`src/hdl/bardec_pkg.sv`:
```
// bardec_pkg: shared types and constants of the bus address range decoder
// operation, status and item class codes, queue item and window entry layouts
// no dependencies
`timescale 1ns / 1ps

package bardec_pkg;

  localparam int WINDOW_SLOTS_DEF = 8;
  localparam int DATA_W           = 32;
  localparam int QUEUE_DEPTH      = 2;

  // register word index on the configuration port
  localparam logic REG_BUS_ENABLE = 1'b0;

  typedef enum logic [1:0] {
    OP_ADD    = 2'd0,
    OP_READ   = 2'd1,
    OP_WRITE  = 2'd2,
    OP_UNUSED = 2'd3
  } op_t;

  typedef enum logic [2:0] {
    ST_OK       = 3'd0,
    ST_FULL     = 3'd1,
    ST_OVERLAP  = 3'd2,
    ST_DISABLED = 3'd3,
    ST_NODEV    = 3'd4
  } status_t;

  typedef enum logic [2:0] {
    CLS_ADD,
    CLS_READ,
    CLS_WRITE,
    CLS_NODEV,
    CLS_DISABLED
  } item_cls_t;

  typedef struct packed {
    item_cls_t          cls;
    logic [DATA_W-1:0]  address;
    logic [DATA_W-1:0]  limit;
    logic               rd;
    logic               wr;
    logic [DATA_W-1:0]  value;
  } item_t;

  typedef struct packed {
    logic  valid;
    item_t item;
  } queue_head_t;

  typedef struct packed {
    logic [DATA_W-1:0] base;
    logic [DATA_W-1:0] last;
    logic              readable;
    logic              writable;
  } window_t;

  typedef enum logic {
    BK_IDLE,
    BK_SCAN
  } back_state_t;

endpackage

```
`src/hdl/bus_address_range_decoder.sv`:
```
// bus_address_range_decoder: top level, configuration register and the two halves
// depends on bardec_pkg, bardec_front, bardec_back
`timescale 1ns / 1ps

//  channel   handshake                         payload
//  config    psel/penable/pwrite, pready = 1   paddr, pwdata, prdata (bus_enable)
//  request   start accepted when busy is low   operation, address, window_limit,
//                                              supports_read, supports_write, write_value
//  result    done, one cycle, no back-pressure status, device_select, forward_address,
//                                              forward_value, is_write
//
//  a request is registered into a two-entry queue and waits at its head until the back end is idle
//  unused-code, bus-disabled and table-full requests raise done the cycle after leaving the queue
//  add and access requests scan the window table one entry per cycle out of a
//  registered-read ram, stopping at the first hit or after the last entry misses
//  busy rises only while the queue is full; reset clears the queue, the window count and done
//  table contents are not cleared, entries at or above the count are never compared

module bus_address_range_decoder import bardec_pkg::*; #(
  parameter int WINDOW_SLOTS = WINDOW_SLOTS_DEF
) (
  input  logic              clk,
  input  logic              rst,
  // configuration port
  input  logic              psel,
  input  logic              penable,
  input  logic              pwrite,
  input  logic [2:0]        paddr,
  input  logic [31:0]       pwdata,
  output logic [31:0]       prdata,
  output logic              pready,
  // request side
  input  logic              start,
  output logic              busy,
  input  logic [1:0]        operation,
  input  logic [DATA_W-1:0] address,
  input  logic [DATA_W-1:0] window_limit,
  input  logic              supports_read,
  input  logic              supports_write,
  input  logic [DATA_W-1:0] write_value,
  // result side
  output logic              done,
  output logic [2:0]        status,
  output logic [2:0]        device_select,
  output logic [DATA_W-1:0] forward_address,
  output logic [DATA_W-1:0] forward_value,
  output logic              is_write
);

  logic        bus_enable;
  logic        cfg_write;
  queue_head_t head;
  logic        pop;

  // register decode on the word index, byte lane bits are ignored
  assign pready    = 1'b1;
  assign cfg_write = psel && penable && pwrite && pready;
  assign prdata    = (paddr[2] == REG_BUS_ENABLE) ? 32'(bus_enable) : '0;

  always_ff @(posedge clk) begin
    if (rst) begin
      bus_enable <= 1'b1;
    end else if (cfg_write && (paddr[2] == REG_BUS_ENABLE)) begin
      bus_enable <= pwdata[0];
    end
  end

  // front end: classifies against bus_enable at intake, so a request is
  // judged by the setting in force when it was taken
  bardec_front u_front (
    .clk            (clk),
    .rst            (rst),
    .start          (start),
    .operation      (operation),
    .address        (address),
    .window_limit   (window_limit),
    .supports_read  (supports_read),
    .supports_write (supports_write),
    .write_value    (write_value),
    .bus_enable     (bus_enable),
    .busy           (busy),
    .head           (head),
    .pop            (pop)
  );

  // back end: owns the window table and the registered result
  bardec_back #(
    .WINDOW_SLOTS (WINDOW_SLOTS)
  ) u_back (
    .clk             (clk),
    .rst             (rst),
    .head            (head),
    .pop             (pop),
    .done            (done),
    .status          (status),
    .device_select   (device_select),
    .forward_address (forward_address),
    .forward_value   (forward_value),
    .is_write        (is_write)
  );

endmodule

```
`src/hdl/bardec_ram.sv`:
```
// bardec_ram: generic single write port ram with registered read
// no dependencies
`timescale 1ns / 1ps

module bardec_ram #(
  parameter int WIDTH = 8,
  parameter int DEPTH = 8,
  localparam int AW = (DEPTH > 1) ? $clog2(DEPTH) : 1
) (
  input  logic             clk,
  input  logic             we,
  input  logic [AW-1:0]    waddr,
  input  logic [WIDTH-1:0] wdata,
  input  logic [AW-1:0]    raddr,
  output logic [WIDTH-1:0] rdata
);

  logic [WIDTH-1:0] mem [DEPTH];

  always_ff @(posedge clk) begin
    if (we) begin
      mem[waddr] <= wdata;
    end
    rdata <= mem[raddr];
  end

endmodule

```
`src/hdl/bardec_front.sv`:
```
// bardec_front: request intake, classification and the short queue to the back end
// depends on bardec_pkg
`timescale 1ns / 1ps

module bardec_front import bardec_pkg::*; (
  input  logic              clk,
  input  logic              rst,
  input  logic              start,
  input  logic [1:0]        operation,
  input  logic [DATA_W-1:0] address,
  input  logic [DATA_W-1:0] window_limit,
  input  logic              supports_read,
  input  logic              supports_write,
  input  logic [DATA_W-1:0] write_value,
  input  logic              bus_enable,
  output logic              busy,
  output queue_head_t       head,
  input  logic              pop
);

  localparam int PTR_W  = (QUEUE_DEPTH > 1) ? $clog2(QUEUE_DEPTH) : 1;
  localparam int FILL_W = $clog2(QUEUE_DEPTH + 1);
  localparam logic [FILL_W-1:0] FULL_FILL = FILL_W'(QUEUE_DEPTH);

  op_t                op_code;
  item_cls_t          cls;
  item_t              slots [QUEUE_DEPTH];
  logic [PTR_W-1:0]   wr_ptr;
  logic [PTR_W-1:0]   rd_ptr;
  logic [FILL_W-1:0]  fill;
  logic               push;

  assign op_code = op_t'(operation);

  always_comb begin
    unique case (op_code)
      OP_ADD:   cls = CLS_ADD;
      OP_READ:  cls = CLS_READ;
      OP_WRITE: cls = CLS_WRITE;
      default:  cls = CLS_NODEV;
    endcase
    // disabled bus refuses everything except the unused code
    if (op_code != OP_UNUSED && !bus_enable) begin
      cls = CLS_DISABLED;
    end
  end

  assign busy = (fill == FULL_FILL);
  assign push = start && !busy;

  assign head.valid = (fill != '0);
  assign head.item  = slots[rd_ptr];

  always_ff @(posedge clk) begin
    if (push) begin
      slots[wr_ptr] <= '{cls:     cls,
                         address: address,
                         limit:   window_limit,
                         rd:      supports_read,
                         wr:      supports_write,
                         value:   write_value};
    end
  end

  always_ff @(posedge clk) begin
    if (rst) begin
      wr_ptr <= '0;
      rd_ptr <= '0;
      fill   <= '0;
    end else begin
      if (push) begin
        wr_ptr <= (wr_ptr == PTR_W'(QUEUE_DEPTH - 1)) ? '0 : wr_ptr + PTR_W'(1);
      end
      if (pop) begin
        rd_ptr <= (rd_ptr == PTR_W'(QUEUE_DEPTH - 1)) ? '0 : rd_ptr + PTR_W'(1);
      end
      fill <= fill + FILL_W'(push) - FILL_W'(pop);
    end
  end

endmodule

```
`src/hdl/bardec_back.sv`:
```
// bardec_back: window table and scan sequencer, produces one result per request
// depends on bardec_pkg and bardec_ram
`timescale 1ns / 1ps

module bardec_back import bardec_pkg::*; #(
  parameter int WINDOW_SLOTS = WINDOW_SLOTS_DEF
) (
  input  logic              clk,
  input  logic              rst,
  input  queue_head_t       head,
  output logic              pop,
  output logic              done,
  output logic [2:0]        status,
  output logic [2:0]        device_select,
  output logic [DATA_W-1:0] forward_address,
  output logic [DATA_W-1:0] forward_value,
  output logic              is_write
);

  localparam int IDX_W = (WINDOW_SLOTS > 1) ? $clog2(WINDOW_SLOTS) : 1;
  localparam int CNT_W = $clog2(WINDOW_SLOTS + 1);
  localparam int WIN_W = $bits(window_t);
  localparam logic [CNT_W-1:0] SLOTS_CNT = CNT_W'(WINDOW_SLOTS);

  back_state_t        state;
  back_state_t        state_next;
  item_t              cur;
  logic [CNT_W-1:0]   count;
  logic [CNT_W-1:0]   count_next;
  logic [CNT_W-1:0]   scan_idx;
  logic [IDX_W-1:0]   chk_idx;
  logic               chk_vld;
  logic               issue_en;
  logic               hit;
  logic               miss;
  logic               acc_hit;
  logic               ovl_hit;
  logic               needs_scan;
  logic               finish;
  logic               ram_we;
  window_t            win;
  logic [WIN_W-1:0]   ram_rdata;
  status_t            res_status;
  logic [IDX_W-1:0]   res_idx;
  logic [DATA_W-1:0]  res_addr;
  logic [DATA_W-1:0]  res_value;
  logic               res_write;

  bardec_ram #(
    .WIDTH (WIN_W),
    .DEPTH (WINDOW_SLOTS)
  ) u_table (
    .clk   (clk),
    .we    (ram_we),
    .waddr (count[IDX_W-1:0]),
    .wdata (WIN_W'({cur.address, cur.limit, cur.rd, cur.wr})),
    .raddr (scan_idx[IDX_W-1:0]),
    .rdata (ram_rdata)
  );

  assign win = window_t'(ram_rdata);

  // one entry read per cycle, compared the cycle after
  assign issue_en = (state == BK_SCAN) && (scan_idx < count);
  assign acc_hit  = (cur.address >= win.base) && (cur.address <= win.last) &&
                    ((cur.cls == CLS_WRITE) ? win.writable : win.readable);
  assign ovl_hit  = (cur.address <= win.last) && (win.base <= cur.limit);
  assign hit      = chk_vld && ((cur.cls == CLS_ADD) ? ovl_hit : acc_hit);
  assign miss     = (state == BK_SCAN) && !issue_en && !hit;

  assign needs_scan = (head.item.cls == CLS_READ) || (head.item.cls == CLS_WRITE) ||
                      ((head.item.cls == CLS_ADD) && (count != SLOTS_CNT));

  always_comb begin
    state_next = state;
    unique case (state)
      BK_IDLE: if (head.valid && needs_scan) begin
        state_next = BK_SCAN;
      end
      BK_SCAN: if (hit || miss) begin
        state_next = BK_IDLE;
      end
    endcase
  end

  always_comb begin
    pop        = 1'b0;
    finish     = 1'b0;
    ram_we     = 1'b0;
    count_next = count;
    res_status = ST_OK;
    res_idx    = '0;
    res_addr   = '0;
    res_value  = '0;
    res_write  = 1'b0;
    unique case (state)
      BK_IDLE: if (head.valid) begin
        pop = 1'b1;
        unique case (head.item.cls)
          CLS_NODEV: begin
            finish     = 1'b1;
            res_status = ST_NODEV;
          end
          CLS_DISABLED: begin
            finish     = 1'b1;
            res_status = ST_DISABLED;
          end
          CLS_ADD: if (count == SLOTS_CNT) begin
            finish     = 1'b1;
            res_status = ST_FULL;
          end
          default: ;
        endcase
      end
      BK_SCAN: if (hit) begin
        finish = 1'b1;
        if (cur.cls == CLS_ADD) begin
          res_status = ST_OVERLAP;
        end else begin
          res_idx   = chk_idx;
          res_addr  = cur.address;
          res_write = (cur.cls == CLS_WRITE);
          res_value = (cur.cls == CLS_WRITE) ? cur.value : '0;
        end
      end else if (miss) begin
        finish = 1'b1;
        if (cur.cls == CLS_ADD) begin
          ram_we     = 1'b1;
          res_idx    = count[IDX_W-1:0];
          count_next = count + CNT_W'(1);
        end else begin
          res_status = ST_NODEV;
        end
      end
    endcase
  end

  always_ff @(posedge clk) begin
    if (pop) begin
      cur <= head.item;
    end
    chk_idx <= scan_idx[IDX_W-1:0];
    if (finish) begin
      status          <= res_status;
      device_select   <= 3'(res_idx);
      forward_address <= res_addr;
      forward_value   <= res_value;
      is_write        <= res_write;
    end
  end

  always_ff @(posedge clk) begin
    if (rst) begin
      state    <= BK_IDLE;
      count    <= '0;
      scan_idx <= '0;
      chk_vld  <= 1'b0;
      done     <= 1'b0;
    end else begin
      state <= state_next;
      count <= count_next;
      done  <= finish;
      if (state == BK_SCAN) begin
        scan_idx <= scan_idx + CNT_W'(issue_en);
        chk_vld  <= issue_en;
      end else begin
        scan_idx <= '0;
        chk_vld  <= 1'b0;
      end
    end
  end

endmodule

```
`config.mk`:
```
export PLATFORM = sky130hd
export DESIGN_NAME = bus_address_range_decoder
export DESIGN_NICKNAME = d
export VERILOG_FILES = /design/src/hdl/bardec_pkg.sv /design/src/hdl/bus_address_range_decoder.sv /design/src/hdl/bardec_ram.sv /design/src/hdl/bardec_front.sv /design/src/hdl/bardec_back.sv
export SDC_FILE = /design/constraint.sdc
export NUM_CORES = 1
export LEC_CHECK = 0
export BUFFER_PORTS_ARGS = -buffer_cell sky130_fd_sc_hd__buf_4
export CAP_MARGIN = 20
export CORE_ASPECT_RATIO = 1.2
export CORE_UTILIZATION = 49
export DETAILED_ROUTE_END_ITERATION = 12
export HOLD_SLACK_MARGIN = 0.12
export PLACE_DENSITY = 0.73
export REMOVE_ABC_BUFFERS = 1
export SLEW_MARGIN = 10
export SYNTH_ARGS = -nofsm -noshare
export SYNTH_HDL_FRONTEND = slang
export SYNTH_SLANG_ARGS = --single-unit
```
`constraint.sdc`:
```
create_clock -name clk -period 7.6 [get_ports clk]
set_input_delay 0.76 -clock clk [delete_from_list [all_inputs] [get_ports clk]]
set_output_delay 0.76 -clock clk [all_outputs]
set_load 0.005 [all_outputs]
```
---- Word level (Yosys, flattened, before mapping) ----
Memories as Yosys holds them, arrays and structs flattened. A register that Yosys moved wholly into a read port is not among the register bits.
Cells that the tools add are included.
word-level totals
  memories kept ........................... 2
  input bits .............................. 141
  bits in writable memories ............... 730
  logic and storage cells ................. 118
  output and inout port bits .............. 106
  register bits after elaboration ......... 191
memories
  memory              words  width  read ports  clocked after Yosys merged registers in  write ports  line                source
  u_back.u_table.mem  8      66     1           1                                        1            bardec_ram.sv:18    logic [WIDTH-1:0] mem [DEPTH];
  u_front.slots       2      101    1           1                                        1            bardec_front.sv:27  item_t slots [QUEUE_DEPTH];
operators by class
  add/subtract/negate cells ............... 6
  magnitude comparators ................... 4
  bitwise gates (word level) .............. 4
  equality and inequality tests ........... 11
  reductions and logical operators ........ 30
  multiplexer cells ....................... 40
operators with widths
  kind                   number
  $le A32 B32 Y1         2
  $ge A32 B32 Y1         1
  $mux W3                9
  $mux W1                24
  $logic_and A1 B1 Y1    14
  $eq A3 B2 Y1 const B   3
  $pmux W3 S3            1
  $logic_not A3 Y1       2
  $pmux W1 S2            3
  $pmux W2 S3            1
  $pmux W3 S2            1
  $add A4 B1 Y4          1
  $add A4 B1 Y4 const B  1
  $eq A2 B2 Y1 const B   2
  $eq A4 B4 Y1 const B   1
  $logic_not A1 Y1       4
  $lt A4 B4 Y1           1
  $ne A4 B4 Y1 const B   1
  $not A1 Y1             4
  $reduce_and A4 Y1      1
  $reduce_or A2 Y1       2
  $reduce_or A4 Y1       1
  $eq A3 B1 Y1 const B   1
  $eq A3 B3 Y1 const B   1
  other kinds (10)       13

---- Logic depth before layout (Yosys ltp) ----
Gate-level depths: netlist of the first run.
  depth after elaboration ................. 12
  gate-level depth with buffers ........... 11
  mapped depth without buffers ............ 11

---- Hierarchy ----
From an unflattened synthesis of the first run, not the netlist that was laid out.
unflattened totals
  cells, all modules ...................... 1894
  area, all modules ....................... 37851.3 um^2
modules (own cells, without submodules)
  module                     area an instance (um^2)  seq. area each (um^2)  times used  cells each
  bardec_ram                 21174.1                  17176.5                1           842
  bardec_back                8792.2                   5445.2                 1           669
  bardec_front               7569.8                   6165.9                 1           343
  bus_address_range_decoder  315.3                    20.0                   1           40

---- Least setup slack after synthesis of the first run ----
No wires, ideal clock.
  kind .................................... flip-flop to flip-flop
  start ................................... register u_back.state
  end ..................................... register u_back.device_select[0], enable pin
  library setup time ...................... 431 ps
  path buffers ............................ 1
  data arrival time ....................... 7185 ps
  period minus slack after synthesis ...... 7616 ps
  path slack .............................. -16 ps
  stages on the path, launching flop included .. 7
  required time ........................... 7169 ps
  cell sequence ........................... dfxtp_1 -> clkbuf_1 -> nor2_1 -> o211a_1 -> a31o_2 -> inv_1 -> nand2_1
on the way
  word-level cells in the longest chain between the ends .. 7
  elaborated cells on any way between the ends .. 8
  classes of those cells .................. mux (3); bitwise (1); reduce/logical (4)
ends and longest elaborated chain
  item                               line                source
  start: declaration                 bardec_back.sv:25   back_state_t state;
  start signal: assignment           bardec_back.sv:160  state <= state_next;
  $logic_and A1 B1 Y1                bardec_back.sv:64   assign issue_en = (state == BK_SCAN) && (scan_idx < count);
  $logic_not A1 Y1                   bardec_back.sv:69   assign miss = (state == BK_SCAN) && !issue_en && !hit;
  $logic_and A1 B1 Y1 (2 in series)  bardec_back.sv:69
  $mux W1                            bardec_back.sv:125  end else if (miss) begin
  $mux W1                            bardec_back.sv:115  BK_SCAN: if (hit) begin
  $pmux W1 S2 *                      bardec_back.sv:96   unique case (state)
  via u_back.finish                  bardec_back.sv:39   logic finish;
  end signal: assignment             bardec_back.sv:145  device_select <= 3'(res_idx);
  end: declaration                   bardec_back.sv:14   output logic [2:0] device_select,
The timed path passes the listed nets; every way through them passes the cells marked *.
A chain may end at the register's enable or synchronous reset.

---- Worst setup path after layout of the first run ----
  start ................................... register u_back.cur[74] (netlist name)
  end ..................................... memory u_back.u_table.mem[3][44] (netlist name), enable pin
on the way
  word-level cells in the longest chain between the ends .. 12
  elaborated cells on any way between the ends .. 14
  classes of those cells .................. order compare (2); mux (6); reduce/logical (6)
ends and longest elaborated chain
  item                                              line                                  source
  start: declaration                                bardec_back.sv:27                     item_t cur;
  start signal: assignment                          bardec_back.sv:140                    cur <= head.item;
  $ge A32 B32 Y1 or $le A32 B32 Y1 (tied branches)  bardec_back.sv:65, bardec_back.sv:67
  $logic_and A1 B1 Y1 (2 in series)                 bardec_back.sv:65                     assign acc_hit = (cur.address >= win.base) && (cur.address <= win.last) &&
  $mux W1 *                                         bardec_back.sv:68                     assign hit = chk_vld && ((cur.cls == CLS_ADD) ? ovl_hit : acc_hit);
  $logic_and A1 B1 Y1 *                             bardec_back.sv:68
  $logic_not A1 Y1                                  bardec_back.sv:69
  $logic_and A1 B1 Y1                               bardec_back.sv:69
  $mux W1                                           bardec_back.sv:125
  $mux W1 *                                         bardec_back.sv:115
  $mux W1 *                                         bardec_back.sv:96
  $mux W1 *                                         bardec_ram.sv:21                      if (we) begin
  $mux W1 (implied by the code) *                   bardec_ram.sv:22                      mem[waddr] <= wdata;
  end: declaration                                  bardec_ram.sv:18
Every way passes the cells marked *; elsewhere a longest branch is shown, timed or not.

==> results by group, run 1 <==
Clocking
  • Clock Sinks: 988
  • Post-CTS Setup Repair Bufs: 0
  • Resized cells post-CTS: 0
  • TritonCTS clock tree: built
  • Clk slew on worst S/H paths: 0.06 ns
  • CTS H-tree lvls: 3
  • Cts hold-fix bufs: 0
  • Clk_lat worst skew: 0.66 ns
  • Clock buffer depth: 3
  • Number of CTS-inserted buffers: 94
  • Clk root buf: clkbuf_16

Synthesis
  • Main synth FF type: edfxtp_1
  • Post-synthesis xor/xnor area fraction: 0.001393
  • Distinct cell type count after synthesis: 51
  • Post-synthesis cell count: 1892
  • EDFF count, synth: 902
  • Synth warnings: 0
  • Asr flop ratio synth: 0
  • Sequential area share after synthesis: 0.7637
  • Largest family of logic cells by synthesized area: multiplexers
  • Area share of and/or/nand/nor cells after synthesis: 0.02939
  • Synth top area cells: edfxtp_1 72%, mux4_2 7.9%, mux2_2 5.0%
  • Post-synthesis mux area share: 0.1289
  • Mapped Area: 37720 um^2
  • Synth Register Bits: 988
  • Share of synthesized cell area in full adder, half adder and majority cells: 0.03483
  • Syn Area/Cell: 19.94 um^2
  • Yosys top cell by area: edfxtp_1
  • Post-synth top area share: 0.7181
  • Post-synthesis compound-gate area fraction: 0.01715

Layout
  • Layout Utilization: 0.5708
  • Final instance area: 43520 um^2
  • Layout cell share with drive strength beyond 1: 0.3052
  • Layout Cells excl Fill: 3235
  • Area Growth Syn to Fin: 15.38%
  • Fin nets: 2383
  • N_diodes: 0

Timing
  • Final Max Tran Viols: 0
  • Final hold violations: 0
  • Clock skew: 0.02375 ns
  • Setup ws final: 2.409 ns
  • Fmax: 0.1927 GHz
  • RSZ-0062 raised after global routing: no
  • Worst-Margin Slew: 1.104 ns
  • Final Setup Violations: 0
  • Worst hold slack: 0.2798 ns
  • Rel. slew slack: 0.2638
  • Tcrit/Tclk final: 0.6830
  • Fin crit period: 5.191 ns

Routing
  • Drt pass-1 iters: 5
  • Final ANT Viol Nets: 0
  • Via count: 17.56k
  • Drc violations: 0
  • Via density per instance: 5.427
  • WL per Instance: 22.69 um
  • Final WL: 73410 um
  • Initial DRC count: 1082

Floorplan
  • Starting density of the core: 0.4947
  • IO Count: 247
  • Row count: 111
  • Die area: 78100 um^2
  • Core area: 76250 um^2
  • Die height: 305.9 um
  • Die X: 255.3 um

Placement
  • Port Buffers: 181
  • RePlAce Congestion: 0.8411
  • DP Worst Slack: 2.432 ns
  • Instance area at placement: 40280 um^2
  • DP HPWL: 42130 um
  • Cells after DPL: 3057

Global routing
  • Grt ovf: 0
  • Vias in the first global route: 18.81k
  • First-pass GRT wire length: 111300 um
  • Total GRT Usage: 0.1920
  • Largest net degree at the start of global routing: 125
  • Initial antenna violation count: 0

Worst setup path
  • Crit-path max FO: 28
  • Critical Path AT: 5.49 ns
  • Worst-path cell chain: ha_1 > nand4_1 > nor4_1 > o21ai_1 > a31oi_1 > a2111oi_1 > o32a_1 > nor2_1 > and4_2 > buf_4
  • CP required: 7.90 ns
  • Worst Setup Path Type: register to register
  • Slowest stage cell, crit path: and4_2
  • CP Capture Type: register
  • Crit start category: register
  • Slowest stage delay, CP: 0.97 ns

Job
  • Max cap viols: 0

Hold path
  • Worst hold path class: input port to register

Power
  • PD cells: 325.2 nW/um^2
  • Leak Pwr: 15.07 nW
  • VDD IR-drop max: 0.0002744 V

Status
  • Outcome: completed
-- cell families after synthesis --
family | after synthesis
flops | 988
mux | 300
buf+inv | 201
simple gates | 193
fa+ha+maj | 105
compound gates | 97
xor+xnor | 6
other cells | 2
-- report_power, final --
group	switching (mW)	internal (mW)	leakage (nW)
Sequential	0.576	7.05	9.00
Clock	1.98	2.86	1.59
Combinational	0.989	0.691	4.48
-- synthesized netlist by cell type (2+ instances only) --
library cell	n
nand3_1	15
and2_1	64
a21oi_1	37
o31ai_1	3
clkbuf_1	39
nor2_1	25
inv_1	112
nor4_1	6
xor2_1	3
ha_1	105
and4_1	9
buf_4	32
mux4_2	132
a31oi_1	2
xnor2_1	3
a21o_1	11
o21ai_0	16
conb_1	2
o211a_1	2
a211oi_1	2
a221oi_1	4
nand4b_1	2
or4_1	3
and3_1	4
buf_1	12
nor3_1	7
nor2b_1	8
o21ai_1	3
nor3_4	2
mux2_2	166
nand2_1	26
a2111oi_0	2
nand2b_1	5
dfxtp_1	86
nand4_1	16
a22o_1	4
buf_6	6
edfxtp_1	902
a211o_1	2
-- per-stage QoR --
step | power, mW | TNS [ns]
3_5_place_dp | 9.462 | 0
4_1_cts | 14.32 | 0
6_report | 14.15 | 0
3_3_place_gp | 9.357 | 0
2_1_floorplan | 8.583 | -1506.13
5_1_grt | 14.73 | 0
-- sequential cells by signal (all words and copies together), names as in the netlist, named ones only --
| name | count |
|---|---|
| u_back.chk_idx | 3 |
| u_back.forward_value | 32 |
| u_front.fill | 2 |
| u_back.device_select | 3 |
| u_front.wr_ptr | 1 |
| u_back.done | 1 |
| u_back.u_table.mem | 528 |
| u_back.is_write | 1 |
| u_front.rd_ptr | 1 |
| u_back.status | 3 |
| u_back.forward_address | 32 |
| u_back.state | 1 |
| u_back.chk_vld | 1 |
| bus_enable | 1 |
| u_back.u_table.rdata | 66 |
| u_back.cur | 101 |
| u_front.slots | 202 |
| u_back.count | 4 |
| u_back.scan_idx | 4 |
-- final timing paths --
path,start,to,slack [ns],depth (start not counted)
worst min-delay path,window_limit[0],u_front.slots[0][34],0.28,1
worst max register to register,u_back.cur[74],u_back.u_table.mem[3][44],2.41,10
worst max-delay path,u_back.cur[74],u_back.u_table.mem[3][44],2.41,10
worst min register to register,u_back.count[3],u_back.count[3],0.50,2
-- cell type report --
| class | instances | area [um^2] |
|---|---|---|
| clock buffer | 121 | 2544 |
| sequential | 988 | 28820 |
| inverter | 112 | 420.4 |
| fill | 5578 | 32730 |
| clock inverter | 56 | 688.2 |
| tap | 1017 | 1272 |
| timing repair buffer | 208 | 1615 |
| multi-input combinational | 733 | 8162 |
-- critical path: cells and delay by family (launching register included) --
kind / cells / cell delay (ns)
DFF: 1 / 0.58
buffers and inverters: 1 / 0.55
adders and majority gates: 1 / 0.37
AOI/OAI and AO/OA: 4 / 1.06
and+or+nand+nor: 4 / 2.23
-- routing by layer --
metal / GRT usage / vias to the layer above / wire length, um
li1: - / 7885 / -
met3: 0.03931 / 111 / 4270
met2: 0.3293 / 472 / 37780
met4: 0.06796 / 0 / 1863
met5: 0 / - / 0
met1: 0.2410 / 9088 / 29500
-- cell usage in the layout (no fill, tap or decap), types with 18 or more instances in the layout --
| cell | count |
|---|---|
| edfxtp_1 | 902 |
| mux2_2 | 166 |
| conb_1 | 32 |
| and2_1 | 64 |
| buf_4 | 203 |
| nor2_1 | 23 |
| clkbuf_1 | 18 |
| dfxtp_1 | 82 |
| a21oi_1 | 37 |
| nand2_1 | 25 |
| clkbuf_16 | 94 |
| clkinv_2 | 19 |
| ha_1 | 105 |
| inv_1 | 112 |
| mux4_2 | 132 |
(Power assumes the default switching activity.)
==> inputs of run 2 (changes only) <==
PLACE_DENSITY = 0.71   (was 0.73)
clock period = 4.9 ns   (was 7.6 ns; I/O delays follow)
==> results by group, run 2 (same netlist as run 1, synthesis figures left out) <==
Placement
  • Port Buffers: 181 (unchanged)
  • DP HPWL: 43100 um (+2.3%)
  • RePlAce Congestion: 0.8488 (+0.92%)
  • Cells after DPL: 3070 (+0.43%)
  • Instance area at placement: 40510 um^2 (+0.57%)

Clocking
  • Clock buffer depth: 3 (unchanged)
  • TritonCTS clock tree: built
  • Clk_lat worst skew: 0.67 ns (about the same)
  • Clock Sinks: 988 (unchanged)
  • Clk root buf: clkbuf_16
  • Clk slew on worst S/H paths: 0.06 ns (about the same)
  • Number of CTS-inserted buffers: 96 (+2.1%)
  • Post-CTS Setup Repair Bufs: 0 (unchanged)
  • CTS H-tree lvls: 3 (unchanged)

Worst setup path
  • Crit-path max FO: 71 (+150%)
  • Crit start category: register
  • CP required: 5.18 ns (-2.72 ns)
  • Worst-path cell chain: ha_1 > a21oi_1 > nor2_1 > a211oi_1 > o21ai_1 > a2111oi_1 > o32a_1 > o21ai_0 > nand2_4 > buf_12
  • Worst reg-to-reg path cell count: 10 (unchanged)
  • Worst R2R Start: u_back.cur[91]
  • CP delay by family, top: compound AO/OA/AOI/OAI gates
  • R2r endpoint: u_back.forward_address[8]
  • CP Capture Type: register
  • Slowest stage delay, CP: 0.69 ns (-0.28 ns)
  • CP bufs+invs: 1 (unchanged)
  • Critical Path AT: 4.71 ns (-0.78 ns)
  • Slowest stage cell, crit path: a2111oi_1
  • Worst Setup Path Type: register to register
  • FF-to-FF setup slack: 0.47 ns (-1.94 ns)
  • Crit path launch: u_back.cur[91]
  • Levels on crit path: 10 (unchanged)
  • End of the critical path: u_back.forward_address[8]

Floorplan
  • Die area: 78100 um^2 (unchanged)
  • Row count: 111 (unchanged)
  • Core area: 76250 um^2 (unchanged)
  • Die height: 305.9 um (unchanged)
  • Starting density of the core: 0.4947 (unchanged)
  • IO Count: 247 (unchanged)
  • Die X: 255.3 um (unchanged)

Global routing
  • Grt ovf: 0 (unchanged)
  • Total GRT Usage: 0.1966 (+0.004592)
  • Vias in the first global route: 19.47k (+3.5%)
  • First-pass GRT wire length: 114000 um (+2.4%)
  • Largest net degree at the start of global routing: 109 (-13%)
  • Initial antenna violation count: 1 (+1)

Routing
  • Drc violations: 0 (unchanged)
  • Drt pass-1 iters: 5 (unchanged)
  • WL per Instance: 22.41 um (-1.3%)
  • Via density per instance: 5.383 (-0.80%)
  • Via count: 18.03k (+2.7%)
  • Final ANT Viol Nets: 0 (unchanged)
  • Initial DRC count: 1291 (+19%)
  • Final WL: 75060 um (+2.3%)

Hold path
  • Worst hold path class: input port to register

Layout
  • Top reg by flops: u_back.u_table.mem
  • Commonest non-fill, non-tap cell in the layout: edfxtp_1
  • Most frequent cells in the layout: 902 x edfxtp_1, 206 x buf_4, 166 x mux2_2
  • Area Growth Syn to Fin: 18.94%
  • Layout cell share with drive strength beyond 1: 0.2970 (-0.008188)
  • Final instance area: 44860 um^2 (+3.1%)
  • N_diodes: 0 (unchanged)
  • Max FFs per register: 528 (unchanged)
  • Layout Utilization: 0.5884 (+0.01759)
  • Fin nets: 2496 (+4.7%)
  • Largest regs: u_back.u_table.mem: 528 flops, u_front.slots: 202 flops, u_back.cur: 101 flops
  • Layout Cells excl Fill: 3350 (+3.6%)

Status
  • Outcome: completed

Timing
  • Fmax: 0.2257 GHz (+17%)
  • Tcrit/Tclk final: 0.9042 (+0.2212)
  • Clock skew: 0.03400 ns (+0.01025 ns)
  • Final Max Tran Viols: 0 (unchanged)
  • Final Setup Violations: 0 (unchanged)
  • Worst hold slack: 0.1780 ns (-0.1018 ns)
  • Final hold violations: 0 (unchanged)
  • RSZ-0062 raised after global routing: no
  • Fin crit period: 4.430 ns (-0.7602 ns)
  • Rel. slew slack: 0.3424 (+0.07853)
  • Worst-Margin Slew: 0.9865 ns (-0.1178 ns)

Power
  • Final Power: 22.35 mW (+58%)
  • VDD IR-drop max: 0.0003857 V (+41%)
  • Leak Pwr: 15.63 nW (+3.7%)
  • PD cells: 498.2 nW/um^2 (+53%)

Job
  • Max cap viols: 0 (unchanged)
[run 2: through the flow]
stage	TNS, ns	setup WS, ns
2_1_floorplan	-3363.84	-6.601
3_3_place_gp	0	0.6740
3_5_place_dp	0	0.5326
4_1_cts	0	0.5150
5_1_grt	0	0.3428
6_report	0	0.4695
[run 2: metal layers]
| metal | global-route usage | up-vias | part of all wire |
|---|---|---|---|
| met3 | 0.02963 | 120 | 0.049 |
| met1 | 0.2446 | 9301 | 0.40 |
| met4 | 0.06503 | 0 | 0.025 |
| met5 | 0 | - | 0 |
| met2 | 0.3495 | 501 | 0.53 |
| li1 | - | 8112 | - |
[run 2: repair_timing]
item                      in CTS  in global routing
hold buffers                  99                  0
hold endpoints to repair     206                  0
gates resized for setup        0                  0
[run 2: worst min-delay path by stage]
stage | endpoint | from | slack, ns | cells after the start
2_1_floorplan | bus_enable | bus_enable | 0.45 | 1
3_5_place_dp | bus_enable | bus_enable | 0.50 | 1
5_1_grt | bus_enable | pwdata[0] | 0.18 | 4
6_report | bus_enable | pwdata[0] | 0.18 | 4
3_3_place_gp | bus_enable | bus_enable | 0.47 | 1
4_1_cts | bus_enable | pwdata[0] | 0.12 | 4
[run 2: area by class of cell]
class / count / area, um^2
clock buffers: 120 / 2582
inverters: 112 / 420.4
fillers: 5427 / 31380
flip-flops and latches: 988 / 28820
repair buffers: 319 / 2825
well taps: 1017 / 1272
clock inverters: 61 / 780.7
multi-input cells: 733 / 8162
[run 2: power breakdown]
part           total [mW]  switching (mW)  internal, mW  leakage, nW
Sequential           11.8           0.851          10.9         9.00
Combinational        2.80            1.64          1.16         4.99
Clock                7.76            3.15          4.62         1.64
[run 2: worst reg2reg max path, delay by kind of cell, from the launching register on]
family	cells	cell delay [ns]
AOI/OAI and AO/OA	6	2.42
adders and majority gates	1	0.39
buffers and inverters	1	0.42
DFF	1	0.59
and+or+nand+nor	2	0.17
==> inputs of run 3 (changes only) <==
RECOVER_POWER = 25   (was not set)
==> results by group, run 3 (same netlist as run 1, synthesis figures left out) <==
Status
  • Outcome: finished with violations
  • Failing checks: max-capacitance violations, max-slew violations

Timing
  • Tcrit/Tclk final: 0.8913 (-0.01283)
  • Clock skew: 0.03514 ns (+0.001138 ns)
  • RSZ-0062 raised after global routing: no
  • Rel. slew slack: -0.06291 (-0.4053)
  • Final Setup Violations: 0 (unchanged)
  • Fmax: 0.2290 GHz (+1.4%)
  • Worst-Margin Slew: 1.592 ns (+0.6057 ns)
  • Final hold violations: 0 (unchanged)
  • Setup ws final: 0.5324 ns (+0.06287 ns)
  • Worst hold slack: 0.1703 ns (-0.007776 ns)
  • Final Max Tran Viols: 32 (+32)
  • Fin crit period: 4.368 ns (-0.06287 ns)

Layout
  • Top reg by flops: u_back.u_table.mem
  • Fin nets: 2496 (unchanged)
  • Area Growth Syn to Fin: 18.77%
  • Layout cell share with drive strength beyond 1: 0.2898 (-0.007287)
  • # fillers: 5438 (+0.20%)
  • Commonest non-fill, non-tap cell in the layout: edfxtp_1
  • Most frequent cells in the layout: 902 x edfxtp_1, 166 x mux2_2, 132 x mux4_2
  • N_diodes: 0 (unchanged)
  • Max FFs per register: 528 (unchanged)
  • Largest regs: u_back.u_table.mem: 528 flops, u_front.slots: 202 flops, u_back.cur: 101 flops
  • Final instance area: 44800 um^2 (-0.14%)

Job
  • Max cap viols: 1 (+1)

Floorplan
  • Starting density of the core: 0.4947 (unchanged)
  • Row count: 111 (unchanged)
  • Die height: 305.9 um (unchanged)
  • IO Count: 247 (unchanged)
  • Die X: 255.3 um (unchanged)
  • Die area: 78100 um^2 (unchanged)
  • Core area: 76250 um^2 (unchanged)

Power
  • VDD IR-drop max: 0.0003842 V (-0.38%)
  • PD cells: 498.5 nW/um^2 (about the same)
  • Leak Pwr: 15.55 nW (-0.48%)

Hold path
  • Hold Path Stages: 4 (unchanged)
  • Hold path startpoint: pwdata[0]
  • Worst hold path class: input port to register
  • Worst hold endpoint: bus_enable

Routing
  • WL per Instance: 22.37 um (-0.18%)
  • Final WL: 74930 um (-0.18%)
  • Met2 wire length: 39660 um (-0.13%)
  • Via count: 18.03k (-0.044%)
  • Drt pass-1 iters: 5 (unchanged)
  • Routed wl met3: 3775 um (+2.8%)
  • Initial DRC count: 1281 (-0.77%)
  • Drc violations: 0 (unchanged)
  • M1 WL: 29680 um (-0.55%)
  • Final ANT Viol Nets: 0 (unchanged)
  • Top Layer Used: met4
  • Via density per instance: 5.381 (about the same)

Clocking
  • Clk root buf: clkbuf_16
  • Number of CTS-inserted buffers: 96 (unchanged)
  • Clk slew on worst S/H paths: 0.06 ns (about the same)
  • Clk_lat worst skew: 0.67 ns (about the same)
  • Clock Sinks: 988 (unchanged)
  • TritonCTS clock tree: built
  • Clock buffer depth: 3 (unchanged)
  • CTS H-tree lvls: 3 (unchanged)

Placement
  • DP HPWL: 43100 um (unchanged)
  • Port Buffers: 181 (unchanged)
  • DP Worst Slack: 0.5326 ns (unchanged)
  • RePlAce Congestion: 0.8488 (unchanged)
  • Instance area at placement: 40510 um^2 (unchanged)

Worst setup path
  • Worst reg-to-reg path cell count: 10 (unchanged)
  • Critical Path AT: 4.65 ns (-0.06 ns)
  • Crit start category: register
  • Slowest stage delay, CP: 0.68 ns (about the same)
  • R2r endpoint: u_back.forward_address[8]
  • Crit-path max FO: 71 (unchanged)
  • Worst-path cell chain: ha_1 > a21oi_1 > nor2_1 > a211oi_1 > o21ai_1 > a2111oi_1 > o32a_1 > o21ai_0 > nand2_4 > buf_12
  • Worst Setup Path Type: register to register
  • CP bufs+invs: 1 (unchanged)
  • FF-to-FF setup slack: 0.53 ns (+0.06 ns)
  • Slowest stage cell, crit path: a2111oi_1
  • CP Capture Type: register
  • CP delay by family, top: compound AO/OA/AOI/OAI gates
  • CP required: 5.18 ns (about the same)
  • Worst R2R Start: u_back.cur[91]

Global routing
  • Grt ovf: 0 (unchanged)
  • First-pass GRT wire length: 114000 um (unchanged)
  • Vias in the first global route: 19.47k (unchanged)
  • Initial antenna violation count: 1 (unchanged)
  • Total GRT Usage: 0.1966 (unchanged)
  • Largest net degree at the start of global routing: 109 (unchanged)
## run 3: cell count changes in the layout (fill, tap and decap cells not counted), sizes merged
| cell | change |
|---|---|
| clkbuf | +99 |
| buf | -99 |
## run 3: repair_timing
action                    in CTS  in global routing
hold endpoints to repair     206                  0
hold buffers                  99                  0
resized for setup              0                  0
buffers inserted               0                  0
## run 3: routing by layer
layer	up-vias	global-route usage
met5	-	0
met4	0	0.06503
met3	119	0.02963
li1	8115	-
met2	515	0.3495
met1	9277	0.2446
## run 3: metrics by stage
step,power (mW),util,TNS [ns],instances
6_report,22.33,0.5876,0,3350
3_5_place_dp,14.71,0.5313,0,3070
2_1_floorplan,13.31,-,-3363.84,1833
4_1_cts,22.56,0.5884,0,3350
3_3_place_gp,14.55,0.5309,0,3069
5_1_grt,23.19,0.5876,0,3350
## run 3: power breakdown
group,internal (mW),total [mW],switching (mW)
sequential,10.9,11.8,0.848
clock,4.62,7.76,3.15
combinational,1.15,2.79,1.64
total,16.7,22.3,5.63
## run 3: worst max path at each step
stage,slack [ns],cells after the start,endpoint,start
2_1_floorplan,-6.60,7,u_back.u_table.mem[0][0],u_back.scan_idx[0]
3_3_place_gp,0.67,10,u_back.forward_address[12],u_back.cur[91]
3_5_place_dp,0.53,10,u_back.forward_address[10],u_back.cur[91]
4_1_cts,0.52,10,u_back.forward_address[8],u_back.cur[91]
5_1_grt,0.34,10,u_back.forward_address[8],u_back.cur[91]
6_report,0.53,10,u_back.forward_address[8],u_back.cur[91]
## run 3: area by class of cell
| cell class | instances | area (um^2) | area share |
|---|---|---|---|
| Clock inverter | 61 | 780.7 | 0.01743 |
| Clock buffer | 120 | 2582 | 0.05765 |
| Sequential cell | 988 | 28820 | 0.6432 |
| Tap cell | 1017 | 1272 | 0.02840 |
| Inverter | 112 | 420.4 | 0.009384 |
| Multi-Input combinational cell | 733 | 8162 | 0.1822 |
| Timing Repair Buffer | 319 | 2765 | 0.06172 |
## run 3: tightest hold or removal path: stages
cell	delay, ns
buf_4	0.07
inv_1	0.03
nor2_1	0.11
a211o_1	0.11
